===== src/hw/rtl/qualified_edge_time_detector_assert.svh =====
// Assertion macros for the qualified edge time detector.
// Included by the top level; needs no other file.
`ifndef QUALIFIED_EDGE_TIME_DETECTOR_ASSERT_SVH
`define QUALIFIED_EDGE_TIME_DETECTOR_ASSERT_SVH

// Same-cycle implication, disabled while reset is low.
`define QED_ASSERT_NOW(label, clk, rst_n, ante, cons, msg) \
  label: assert property (@(posedge clk) disable iff (!rst_n) (ante) |-> (cons)) \
    else $error(msg);

// Next-cycle implication, disabled while reset is low.
`define QED_ASSERT_NEXT(label, clk, rst_n, ante, cons, msg) \
  label: assert property (@(posedge clk) disable iff (!rst_n) (ante) |=> (cons)) \
    else $error(msg);

`endif


===== src/hw/rtl/qed_pkg.sv =====
// Shared types and constants of the qualified edge time detector.
// No dependencies.
package qed_pkg;

  // Configuration register indexes; the index port can also name unused slots.
  localparam int unsigned CFG_IDX_BITS = 3;
  localparam logic [CFG_IDX_BITS-1:0] REG_SELECT_MASK  = 3'd0;
  localparam logic [CFG_IDX_BITS-1:0] REG_WINDOW_START = 3'd1;
  localparam logic [CFG_IDX_BITS-1:0] REG_HOLD_TIME    = 3'd2;
  localparam logic [CFG_IDX_BITS-1:0] REG_RISING_EDGE  = 3'd3;

  // Reset values before truncation to the configured widths.
  localparam logic [63:0] SELECT_MASK_RESET = 64'd8;
  localparam logic [63:0] HOLD_TIME_RESET   = 64'd200000;

  // Per-beat decision flags from the evaluation stage.
  typedef struct packed {
    logic emit;   // a result beat is produced
    logic found;  // result carries a confirmed edge
  } qed_flags_t;

  // Run status, exposed for checking.
  typedef struct packed {
    logic pending;
    logic done;
  } qed_status_t;

endpackage


===== src/hw/rtl/qed_cfg.sv =====
// Configuration registers of the qualified edge time detector.
// Depends on qed_pkg.
module qed_cfg import qed_pkg::*; #(
  parameter int unsigned TIME_BITS = 40,
  parameter int unsigned TAG_BITS  = 32,
  localparam int unsigned DATA_BITS = (TIME_BITS > TAG_BITS) ? TIME_BITS : TAG_BITS
) (
  input  logic                    clk_i,
  input  logic                    rst_ni,
  input  logic                    we_i,
  input  logic [CFG_IDX_BITS-1:0] idx_i,
  input  logic [DATA_BITS-1:0]    data_i,
  output logic [TAG_BITS-1:0]     select_mask_o,
  output logic [TIME_BITS-1:0]    window_start_o,
  output logic [TIME_BITS-1:0]    hold_time_o,
  output logic                    rising_edge_o
);

  logic [TAG_BITS-1:0]  select_mask_q;
  logic [TIME_BITS-1:0] window_start_q;
  logic [TIME_BITS-1:0] hold_time_q;
  logic                 rising_edge_q;

  always_ff @(posedge clk_i or negedge rst_ni) begin
    if (!rst_ni) begin
      select_mask_q  <= SELECT_MASK_RESET[TAG_BITS-1:0];
      window_start_q <= '0;
      hold_time_q    <= HOLD_TIME_RESET[TIME_BITS-1:0];
      rising_edge_q  <= 1'b1;
    end else if (we_i) begin
      case (idx_i)
        REG_SELECT_MASK:  select_mask_q  <= data_i[TAG_BITS-1:0];
        REG_WINDOW_START: window_start_q <= data_i[TIME_BITS-1:0];
        REG_HOLD_TIME:    hold_time_q    <= data_i[TIME_BITS-1:0];
        REG_RISING_EDGE:  rising_edge_q  <= data_i[0];
        default: ;
      endcase
    end
  end

  assign select_mask_o  = select_mask_q;
  assign window_start_o = window_start_q;
  assign hold_time_o    = hold_time_q;
  assign rising_edge_o  = rising_edge_q;

endmodule


===== src/hw/rtl/qed_in_reg.sv =====
// Input register of the qualified edge time detector.
// No package dependencies.
module qed_in_reg #(
  parameter int unsigned TIME_BITS = 40,
  parameter int unsigned TAG_BITS  = 32
) (
  input  logic                 clk_i,
  input  logic                 rst_ni,
  input  logic                 in_valid_i,
  output logic                 in_stall_o,
  input  logic [TIME_BITS-1:0] event_time_i,
  input  logic [TAG_BITS-1:0]  tag_bits_i,
  input  logic                 last_event_i,
  input  logic                 advance_i,
  output logic                 valid_o,
  output logic [TIME_BITS-1:0] event_time_o,
  output logic [TAG_BITS-1:0]  tag_bits_o,
  output logic                 last_event_o
);

  logic                 valid_q;
  logic [TIME_BITS-1:0] time_q;
  logic [TAG_BITS-1:0]  tag_q;
  logic                 last_q;
  logic                 load;

  // Hold while the held beat cannot move on.
  assign in_stall_o = valid_q && !advance_i;
  assign load       = !in_stall_o;

  always_ff @(posedge clk_i or negedge rst_ni) begin
    if (!rst_ni) begin
      valid_q <= 1'b0;
    end else if (load) begin
      valid_q <= in_valid_i;
    end
  end

  always_ff @(posedge clk_i) begin
    if (load && in_valid_i) begin
      time_q <= event_time_i;
      tag_q  <= tag_bits_i;
      last_q <= last_event_i;
    end
  end

  assign valid_o      = valid_q;
  assign event_time_o = time_q;
  assign tag_bits_o   = tag_q;
  assign last_event_o = last_q;

endmodule


===== src/hw/rtl/qed_eval.sv =====
// Run state and per-beat decision of the qualified edge time detector.
// Depends on qed_pkg.
module qed_eval import qed_pkg::*; #(
  parameter int unsigned TIME_BITS  = 40,
  parameter int unsigned TAG_BITS   = 32,
  parameter int unsigned SKIP_ITEMS = 3
) (
  input  logic                 clk_i,
  input  logic                 rst_ni,
  input  logic                 advance_i,
  input  logic [TIME_BITS-1:0] event_time_i,
  input  logic [TAG_BITS-1:0]  tag_bits_i,
  input  logic                 last_event_i,
  input  logic [TAG_BITS-1:0]  select_mask_i,
  input  logic [TIME_BITS-1:0] window_start_i,
  input  logic [TIME_BITS-1:0] hold_time_i,
  input  logic                 rising_edge_i,
  output qed_flags_t           flags_o,
  output logic [TIME_BITS-1:0] edge_time_o,
  output qed_status_t          status_o
);

  localparam int unsigned CNT_BITS = (SKIP_ITEMS > 0) ? $clog2(SKIP_ITEMS + 1) : 1;
  localparam logic [CNT_BITS-1:0] CNT_MAX = CNT_BITS'(SKIP_ITEMS);

  logic                 prev_level_q, prev_level_d;
  logic [CNT_BITS-1:0]  count_q, count_d;
  logic                 pending_q, pending_d;
  logic [TIME_BITS-1:0] cand_time_q, cand_time_d;
  logic                 done_q, done_d;

  logic                 level;
  logic [TIME_BITS-1:0] diff;
  logic                 confirm;
  logic                 cancel;
  logic                 arm;

  assign level = |(tag_bits_i & select_mask_i);
  assign diff  = event_time_i - cand_time_q;

  // Time check first, then the level check.
  assign confirm = !done_q && pending_q && (event_time_i > cand_time_q)
                   && (diff > hold_time_i);
  assign cancel  = !done_q && pending_q && !confirm && (level != rising_edge_i);
  assign arm     = !done_q && !pending_q && (count_q >= CNT_MAX)
                   && (event_time_i > window_start_i)
                   && (level == rising_edge_i) && (prev_level_q != rising_edge_i);

  always_comb begin
    prev_level_d = level;
    count_d      = (count_q < CNT_MAX) ? count_q + CNT_BITS'(1) : count_q;
    pending_d    = arm || (pending_q && !confirm && !cancel);
    cand_time_d  = arm ? event_time_i : cand_time_q;
    done_d       = done_q || confirm;
    if (last_event_i) begin
      // Last beat of the run: drop everything.
      prev_level_d = 1'b0;
      count_d      = '0;
      pending_d    = 1'b0;
      cand_time_d  = '0;
      done_d       = 1'b0;
    end
  end

  always_ff @(posedge clk_i or negedge rst_ni) begin
    if (!rst_ni) begin
      prev_level_q <= 1'b0;
      count_q      <= '0;
      pending_q    <= 1'b0;
      cand_time_q  <= '0;
      done_q       <= 1'b0;
    end else if (advance_i) begin
      prev_level_q <= prev_level_d;
      count_q      <= count_d;
      pending_q    <= pending_d;
      cand_time_q  <= cand_time_d;
      done_q       <= done_d;
    end
  end

  assign flags_o.emit  = confirm || (last_event_i && !done_q);
  assign flags_o.found = confirm;
  assign edge_time_o   = confirm ? cand_time_q : '0;

  assign status_o.pending = pending_q;
  assign status_o.done    = done_q;

endmodule


===== src/hw/rtl/qed_out_reg.sv =====
// Result register of the qualified edge time detector.
// Depends on qed_pkg.
module qed_out_reg import qed_pkg::*; #(
  parameter int unsigned TIME_BITS = 40
) (
  input  logic                 clk_i,
  input  logic                 rst_ni,
  input  logic                 advance_i,
  input  qed_flags_t           flags_i,
  input  logic [TIME_BITS-1:0] edge_time_i,
  output logic                 can_take_o,
  output logic                 out_valid_o,
  input  logic                 out_stall_i,
  output logic                 edge_found_o,
  output logic [TIME_BITS-1:0] edge_time_o
);

  logic                 valid_q;
  logic                 found_q;
  logic [TIME_BITS-1:0] time_q;

  assign can_take_o = !valid_q || !out_stall_i;

  always_ff @(posedge clk_i or negedge rst_ni) begin
    if (!rst_ni) begin
      valid_q <= 1'b0;
    end else if (can_take_o) begin
      valid_q <= advance_i && flags_i.emit;
    end
  end

  always_ff @(posedge clk_i) begin
    if (can_take_o && advance_i && flags_i.emit) begin
      found_q <= flags_i.found;
      time_q  <= edge_time_i;
    end
  end

  assign out_valid_o  = valid_q;
  assign edge_found_o = found_q;
  assign edge_time_o  = time_q;

endmodule


===== src/hw/rtl/qualified_edge_time_detector.sv =====
// Qualified edge time detector: top level.
// Depends on qed_pkg, qed_cfg, qed_in_reg, qed_eval, qed_out_reg and the assert header.
//
// Usage:
//   Input channel (in_valid_i / in_stall_o) carries one event beat: event_time_i,
//   tag_bits_i, last_event_i. The watched level is the OR of tag_bits_i under the
//   select mask. After the first SKIP_ITEMS beats of a run, a beat later than the
//   window start that completes the chosen edge arms a candidate; a later beat
//   more than hold_time past it confirms it, a beat back at the old level drops
//   it. The beat with last_event_i set ends the run and clears the run state.
//   Output channel (out_valid_o / out_stall_i) carries at most one beat per input
//   beat: edge_found_o = 1 with the candidate time, or 0 with time zero when the
//   run ends unconfirmed.
//   Path: a beat is held in the input register, evaluated by the single evaluation
//   stage (one subtract and compares) and its result lands in the result register.
//   Throughput is one beat per cycle while out_stall_i does not hold the output.
//   Stall: a stalled result holds the result register; the input register then
//   holds its beat and in_stall_o rises, so nothing is lost or repeated.
//   Reset: configuration returns to mask 8, window start 0, hold 200000 ticks, rising
//   edge; run state and both registers are emptied. The user must write configuration
//   (cfg_we_i, cfg_idx_i, cfg_data_i) only while idle; the block does not enforce it.
`include "qualified_edge_time_detector_assert.svh"

module qualified_edge_time_detector import qed_pkg::*; #(
  parameter int unsigned TIME_BITS  = 40,
  parameter int unsigned TAG_BITS   = 32,
  parameter int unsigned SKIP_ITEMS = 3,
  localparam int unsigned DATA_BITS = (TIME_BITS > TAG_BITS) ? TIME_BITS : TAG_BITS
) (
  input  logic                    clk_i,
  input  logic                    rst_ni,
  input  logic                    cfg_we_i,
  input  logic [CFG_IDX_BITS-1:0] cfg_idx_i,
  input  logic [DATA_BITS-1:0]    cfg_data_i,
  input  logic                    in_valid_i,
  output logic                    in_stall_o,
  input  logic [TIME_BITS-1:0]    event_time_i,
  input  logic [TAG_BITS-1:0]     tag_bits_i,
  input  logic                    last_event_i,
  output logic                    out_valid_o,
  input  logic                    out_stall_i,
  output logic                    edge_found_o,
  output logic [TIME_BITS-1:0]    edge_time_o
);

  logic [TAG_BITS-1:0]  select_mask;
  logic [TIME_BITS-1:0] window_start;
  logic [TIME_BITS-1:0] hold_time;
  logic                 rising_edge;

  logic                 held_valid;
  logic [TIME_BITS-1:0] held_time;
  logic [TAG_BITS-1:0]  held_tag;
  logic                 held_last;

  logic                 out_can_take;
  logic                 advance;
  qed_flags_t           flags;
  logic [TIME_BITS-1:0] result_time;
  qed_status_t          status;

  // Evaluate the held beat whenever the result register can take its outcome.
  assign advance = held_valid && out_can_take;

  qed_cfg #(
    .TIME_BITS(TIME_BITS),
    .TAG_BITS (TAG_BITS)
  ) u_cfg (
    .clk_i         (clk_i),
    .rst_ni        (rst_ni),
    .we_i          (cfg_we_i),
    .idx_i         (cfg_idx_i),
    .data_i        (cfg_data_i),
    .select_mask_o (select_mask),
    .window_start_o(window_start),
    .hold_time_o   (hold_time),
    .rising_edge_o (rising_edge)
  );

  qed_in_reg #(
    .TIME_BITS(TIME_BITS),
    .TAG_BITS (TAG_BITS)
  ) u_in_reg (
    .clk_i       (clk_i),
    .rst_ni      (rst_ni),
    .in_valid_i  (in_valid_i),
    .in_stall_o  (in_stall_o),
    .event_time_i(event_time_i),
    .tag_bits_i  (tag_bits_i),
    .last_event_i(last_event_i),
    .advance_i   (advance),
    .valid_o     (held_valid),
    .event_time_o(held_time),
    .tag_bits_o  (held_tag),
    .last_event_o(held_last)
  );

  qed_eval #(
    .TIME_BITS (TIME_BITS),
    .TAG_BITS  (TAG_BITS),
    .SKIP_ITEMS(SKIP_ITEMS)
  ) u_eval (
    .clk_i         (clk_i),
    .rst_ni        (rst_ni),
    .advance_i     (advance),
    .event_time_i  (held_time),
    .tag_bits_i    (held_tag),
    .last_event_i  (held_last),
    .select_mask_i (select_mask),
    .window_start_i(window_start),
    .hold_time_i   (hold_time),
    .rising_edge_i (rising_edge),
    .flags_o       (flags),
    .edge_time_o   (result_time),
    .status_o      (status)
  );

  qed_out_reg #(
    .TIME_BITS(TIME_BITS)
  ) u_out_reg (
    .clk_i       (clk_i),
    .rst_ni      (rst_ni),
    .advance_i   (advance),
    .flags_i     (flags),
    .edge_time_i (result_time),
    .can_take_o  (out_can_take),
    .out_valid_o (out_valid_o),
    .out_stall_i (out_stall_i),
    .edge_found_o(edge_found_o),
    .edge_time_o (edge_time_o)
  );

  // A not-found beat always carries time zero.
  `QED_ASSERT_NOW(a_notfound_zero, clk_i, rst_ni, out_valid_o && !edge_found_o, edge_time_o == '0, "not-found result with nonzero time")
  // A finished run never keeps a candidate.
  `QED_ASSERT_NOW(a_done_no_pending, clk_i, rst_ni, status.done, !status.pending, "candidate pending after run done")
  // A confirmation that does not end the run marks it done.
  `QED_ASSERT_NEXT(a_confirm_done, clk_i, rst_ni, advance && flags.found && !held_last, status.done, "confirmed edge did not finish the run")
  // An evaluated beat that emits lands in the result register.
  `QED_ASSERT_NEXT(a_emit_lands, clk_i, rst_ni, advance && flags.emit, out_valid_o, "emitted result lost")

endmodule

===== config.mk =====
export PLATFORM = sky130hd
export DESIGN_NAME = qualified_edge_time_detector
export DESIGN_NICKNAME = d
export VERILOG_FILES = /design/src/hw/rtl/qed_pkg.sv /design/src/hw/rtl/qed_cfg.sv /design/src/hw/rtl/qed_in_reg.sv /design/src/hw/rtl/qed_eval.sv /design/src/hw/rtl/qed_out_reg.sv /design/src/hw/rtl/qualified_edge_time_detector.sv
export VERILOG_INCLUDE_DIRS = /design/src /design/src/hw/rtl
export SDC_FILE = /design/constraint.sdc
export NUM_CORES = 1
export LEC_CHECK = 0
export ABC_AREA = 1
export BUFFER_PORTS_ARGS = -buffer_cell sky130_fd_sc_hd__buf_2
export CORE_MARGIN = 2
export CORE_UTILIZATION = 64
export CTS_CLUSTER_DIAMETER = 80
export DETAILED_ROUTE_END_ITERATION = 16
export PLACE_DENSITY = 0.9
export SYNTH_ARGS = -nofsm -noshare
export SYNTH_HDL_FRONTEND = slang
export SYNTH_SLANG_ARGS = --single-unit

===== constraint.sdc =====
create_clock -name clk_i -period 9.1 [get_ports clk_i]
set_input_delay 0.91 -clock clk_i [delete_from_list [all_inputs] [get_ports clk_i]]
set_output_delay 0.91 -clock clk_i [all_outputs]
set_load 0.01 [all_outputs]

; Word level (Yosys, flattened, before mapping)
; Cells that the tools add are included.
[totals]
regBits = 274
latch_bits = 0
mem_bits_rw = 0
mem_bits_ro = 0
memories = 0
[op_classes]
addsub = 2
multipliers = 0
div_mod_pow = 0
n_lt_le_gt_ge = 5
eq_ne = 6
shift = 0
n_mux = 7
bitwise = 1
reduce_logical = 41
[ops]
columns = op, count
row1 = $gt 40x40->1, 3
row2 = $mux 40, 2
row3 = $sub 40x40->40, 1
row4 = $and 32x32->32, 1
row5 = $reduce_or 32->1, 1
row6 = $logic_and 1x1->1, 19
row7 = $reduce_and 2->1, 6
row8 = $logic_not 1->1, 8
row9 = $eq 3x2->1 const B, 2
row10 = $logic_or 1x1->1, 4
row11 = $mux 2, 2
row12 = $reduce_bool 2->1, 2
row13 = $eq 3x1->1 const B, 1
row14 = $logic_not 3->1, 1
row15 = $mux 1, 3
row16 = $add 2x1->2 const B, 1
row17 = $ge 2x2->1 const B, 1
row18 = $lt 2x2->1 const B, 1
row19 = $ne 1x1->1, 2
row20 = $eq 1x1->1, 1

; Longest topological paths before layout
[logic_depth]
word_depth = 11
ltp_mapped = 28

; Hierarchy
; From an unflattened synthesis, not the netlist that was laid out.
[unflattened]
cells_unflattened = 1879
area_unflattened_um2 = 15645.0
[by_module_without_submodules]
columns = module, n_inst, cells_per_inst, area_per_inst_um2, seq_area_each_um2
row1 = qed_eval, 1, 1251, 7637.3, 1126.1
row2 = qed_cfg, 1, 499, 4470.5, 2837.7
row3 = qed_in_reg, 1, 80, 2249.7, 2217.1
row4 = qed_out_reg, 1, 47, 1280.0, 1256.2
row5 = qualified_edge_time_detector, 1, 2, 7.5, 0.0

; Worst setup path before layout
; Ideal clock, no wire load.
[synth_path]
path_kind = register to register
start = register u_in_reg.time_q[0], in the netlist u_in_reg.event_time_o[0]
end = register u_out_reg.found_q, in the netlist u_out_reg.edge_found_o, enable pin
arrival_ns = 3.859
required_ns = 8.701
path_slack_ns = 4.842
path_stages_with_launch = 22
path_cell_list = edfxtp_1 > inv_1 > ha_1 > fa_1 > inv_1 > nand3_1 > nand2_1 > a21oi_1 > o21ai_0 > a21oi_1 > xor2_1 > ha_1 > nand2_1 > nor2_1 > nand2_1 > nor2_1 > nand2_1 > nor2_1 > nor2_1 > nand2_1 > nand4_1 > nand2_1
[synth_between]
elab_chain_cells = 5
word_cells_on_any_way = 7
cone_classes = add/sub: 1 / order compare: 2 / reduce/logical: 4
[synth_lines]
columns = element, line_no
row1 = "start, declared", qed_in_reg.sv:22  ; logic [TIME_BITS-1:0] time_q;
row2 = "start signal, assigned", qed_in_reg.sv:41  ; time_q <= event_time_i;
row3 = $sub 40x40->40 / $gt 40x40->1 (equally long branches), "qed_eval.sv:39, qed_eval.sv:42"
row4 = $gt 40x40->1 / $logic_and 1x1->1 (equally long branches), "qed_eval.sv:43, qed_eval.sv:42"
row5 = $logic_and 1x1->1 *, qed_eval.sv:43  ; && (diff > hold_time_i);
row6 = $logic_or 1x1->1 *, qed_eval.sv:81  ; assign flags_o.emit = confirm || (last_event_i && !done_q);
row7 = $logic_and 1x1->1 *, qed_out_reg.sv:33  ; if (can_take_o && advance_i && flags_i.emit) begin
row8 = "end signal, assigned", qed_out_reg.sv:34  ; found_q <= flags_i.found;
row9 = "end, declared", qed_out_reg.sv:19  ; logic found_q;
; Mark *: on every way between the ends. The rest lies on a longest branch, timed or not.
; A chain may end at the register's enable or synchronous reset.

; Worst setup path after layout
[layout_path]
start = register u_in_reg.time_q[0], in the netlist u_in_reg.event_time_o[0]
end = register u_out_reg.time_q[1], in the netlist u_out_reg.edge_time_o[1], enable pin
[layout_between]
elab_chain_cells = 5
word_cells_on_any_way = 7
cone_classes = add/sub: 1 / order compare: 2 / reduce/logical: 4
[layout_lines]
columns = element, line_no
row1 = $sub 40x40->40 / $gt 40x40->1 (equally long branches), "qed_eval.sv:39, qed_eval.sv:42"
row2 = $gt 40x40->1 / $logic_and 1x1->1 (equally long branches), "qed_eval.sv:43, qed_eval.sv:42"
row3 = $logic_and 1x1->1 *, qed_eval.sv:43
row4 = $logic_or 1x1->1 *, qed_eval.sv:81
row5 = $logic_and 1x1->1 *, qed_out_reg.sv:33
row6 = "end signal, assigned", qed_out_reg.sv:35  ; time_q <= edge_time_i;
row7 = "end, declared", qed_out_reg.sv:20  ; logic [TIME_BITS-1:0] time_q;
; Marked as above.

==> results by group <==
Timing
  • RSZ-0062 raised after global routing: no
  • Final Setup Violations: 0
  • Min Hold Slack: 0.432 ns
  • Tmin final: 5.00 ns
  • Highest Clock Rate: 200 MHz
  • Fin Setup TNS: 0 ns
  • Fin. Hold Viols: 0
  • Slew HR: 25.4%
  • Fin. max-slew vios: 0
  • Slew @ Worst Pin: 1.12 ns
  • Clk_skew: 0.0183 ns
  • Tcrit/Tclk final: 54.9%

Yosys
  • Most common flop cell mapped by yosys: dfrtp_1
  • Mean Syn Cell Area: 8.81 sq um
  • FF+latch count, synth: 274
  • Sequential share of the synthesized area: 48.1%
  • Post-synth cell types: 41
  • Net Count, Synth: 1998
  • Post-Syn Instances: 1755
  • Area share of the largest cell type after synthesis: 24.6%
  • Synth cell count leaders: nand2_1, inv_1, o21ai_0
  • Synth top area cells: dfrtp_1, edfxtp_1, ha_1
  • Post-synthesis cell area: 15500 sq um
  • Async SR Flop Fraction: 58.4%
  • Leading area contributor after synthesis: dfrtp_1
  • Synthesis Warnings: 0
  • Number of flops mapped to enable cells by yosys: 114
  • Most common cell in the netlist: nand2_1

Pwr
  • Sw frac: 31.3%
  • Share of power burned in registers: 44.2%
  • Pwr Total: 3.46 mW
  • Psw: 1.08 mW
  • Clock power share: 34.7%
  • Combinational power share: 21.1%
  • Pwr dens: 198 nW/um^2
  • Leak: 8.30 nW
  • Design internal power: 2.38 mW
  • Worst VDD drop: 222 uV

Global route
  • Overflow after GRT: 0
  • Largest net degree at the start of global routing: 90
  • Initial antenna violation count: 1
  • First-pass GRT wire length: 66700 microns
  • Vias in the first global route: 12.6k
  • Total Routing Usage GR: 33.5%

Clocking
  • Max clock buf depth: 3
  • TritonCTS clock tree: done
  • Clock transition at path regs: 0.07 ns
  • Clock sinks: 274
  • Skew-Pair Late Insertion Delay: 0.58 ns
  • CTS buffer count: 29
  • Clk root buf: clkbuf_16
  • Cts repair resizes: 0
  • Post-CTS setup buffers: 0
  • Hold_buf cts: 0
  • # H-tree levels: 1

Worst setup path
  • Startpoint types: flop
  • Critical path class: reg -> reg
  • Crit end category: flop
  • Critical Path AT: 5.19 ns
  • Worst EP required: 9.29 ns
  • RR Endpoint: u_out_reg.edge_time_o[1]
  • Cells on worst reg2reg path: 22
  • FF-to-FF Start: u_in_reg.event_time_o[0]
  • CP max FO: 41
  • Reg2Reg Setup Slack: 4.10 ns

Finish
  • FF+latch area: 7440 sq um
  • Share of layout cells above drive strength 1: 17.3%
  • Diodes inserted: 0
  • Final Util: 74.0%
  • Fin nets: 2159
  • FILL cells: 1650
  • Multi-input logic area: 6610 sq um
  • Layout area overhead: 13.0%
  • Fin area: 17500 sq um

Place
  • I/O Buffers: 163
  • DPL Wire Length: 31400 microns
  • Dpl cell area: 16500 sq um
  • GPL Wtd Cong: 0.979

Detailed routing
  • DRC viols: 0
  • Routed wire length: 42300 microns
  • Vias: 12.8k
  • Met2 WL: 19400 microns
  • WL/cell: 18.7 microns
  • Max Used Layer: met5
  • Drt first pass iters: 5
  • Final ANT Viol Nets: 0
  • Met3 WL post-DR: 3190 microns
  • Iter 0 DRT Violations: 1280
  • DR vias/cell: 5.65
  • Metal1 wirelength: 18500 microns

Run status
  • Status: finished, final reports clean

Floorplanning
  • Core area: 23600 sq um
  • Ports: 164
  • Row cnt: 56
  • Die Height: 159 microns
  • Die Area: 25400 sq um
  • Initial core utilization: 65.5%
  • Die extent in x: 159 microns

Worst hold path
  • Hold WC Path Type: in -> async

Run
  • Max-cap violation count: 0
[worst max-delay path, stage by stage, from the launching register on]
cell and delay, ns:
edfxtp_1 0.34, inv_1 0.08, ha_1 0.23, fa_1 0.43
inv_1 0.17, nand3_1 0.09, nand2_1 0.13, a21oi_1 0.15
o21ai_0 0.45, nand3_1 0.13, nand2_1 0.13, xor2_1 0.27
ha_1 0.17, nand2_1 0.06, nor2_1 0.18, nand2_1 0.07
nor2_1 0.13, nand2_1 0.09, nor2_1 0.12, nor2_1 0.05
nand2_1 0.12, nand4_1 0.18, nand2_2 0.77
[worst max-delay path by stage]
stage / start / end
detailed placement: u_in_reg.event_time_o[0] / u_out_reg.edge_time_o[2]
floorplan: u_in_reg.event_time_o[0] / u_out_reg.edge_found_o
CTS: u_in_reg.event_time_o[0] / u_out_reg.edge_time_o[1]
global route: u_in_reg.event_time_o[2] / u_out_reg.edge_time_o[1]
global placement: u_eval.cand_time_q[0] / u_out_reg.edge_time_o[4]
finish: u_in_reg.event_time_o[0] / u_out_reg.edge_time_o[1]
[per-layer routing]
metal | global-route usage, % | up-vias
met1 | 48.7 | 6137
met5 | 0 | -
met3 | 4.27 | 76
li1 | - | 5988
met4 | 9.50 | 2
met2 | 53.6 | 558
[cells in the final DEF (no fill, tap or decap), drive strengths merged, types with 5 or more instances in the layout]
master and count:
nor2 159, o21ai 200, nand4 12, ha 121, xor2 25, edfxtp 114
dfrtp 152, nor4 5, a21o 9, dfstp 8, buf 168, a21oi 97
nand3b 6, inv 322, clkbuf 36, nand2 375, clkinv 11, nor3 5
xnor2 6, nand3 89
[sequential cells by signal, summed over array words and instances (netlist names), 2 cells and up]
register	count
u_cfg.hold_time_o	40
u_cfg.select_mask_o	32
u_cfg.window_start_o	40
u_eval.cand_time_q	40
u_eval.count_q	2
u_in_reg.event_time_o	40
u_in_reg.tag_bits_o	32
u_out_reg.edge_time_o	40
[power groups by stage]
stage | registers (mW) | logic (mW) | clock network [mW]
after floorplan | 1.52 | 0.465 | 0
after global placement | 1.53 | 0.673 | 0
after detailed placement | 1.54 | 0.705 | 0
after CTS | 1.52 | 0.720 | 1.21
after global routing | 1.54 | 0.821 | 1.27
final | 1.53 | 0.729 | 1.20
[logic make-up after synthesis]
family	count (synthesis)	synth area share, %
AOI/OAI and AO/OA	321	11.6
xor gates and xnor gates	31	1.76
adders and majority gates	122	9.92
buffers and inverters	355	9.27
DFF	274	48.1
and+or+nand+nor	652	19.3
[final cells by class]
class	count	area share [%]
Sequential cell	274	42.6
Multi-Input combinational cell	1126	37.8
Inverter	317	6.81
Timing Repair Buffer	168	4.92
Clock buffer	36	4.72
Tap cell	319	2.28
Clock inverter	18	0.902
[per-stage QoR]
step                cells  setup WS, ns
floorplan            1755          4.84
global placement     2204          4.18
detailed placement   2204          4.15
CTS                  2258          4.12
global route         2258          3.76
finish               2258          4.10
No activity file was read; power rests on OpenSTA's default activity.
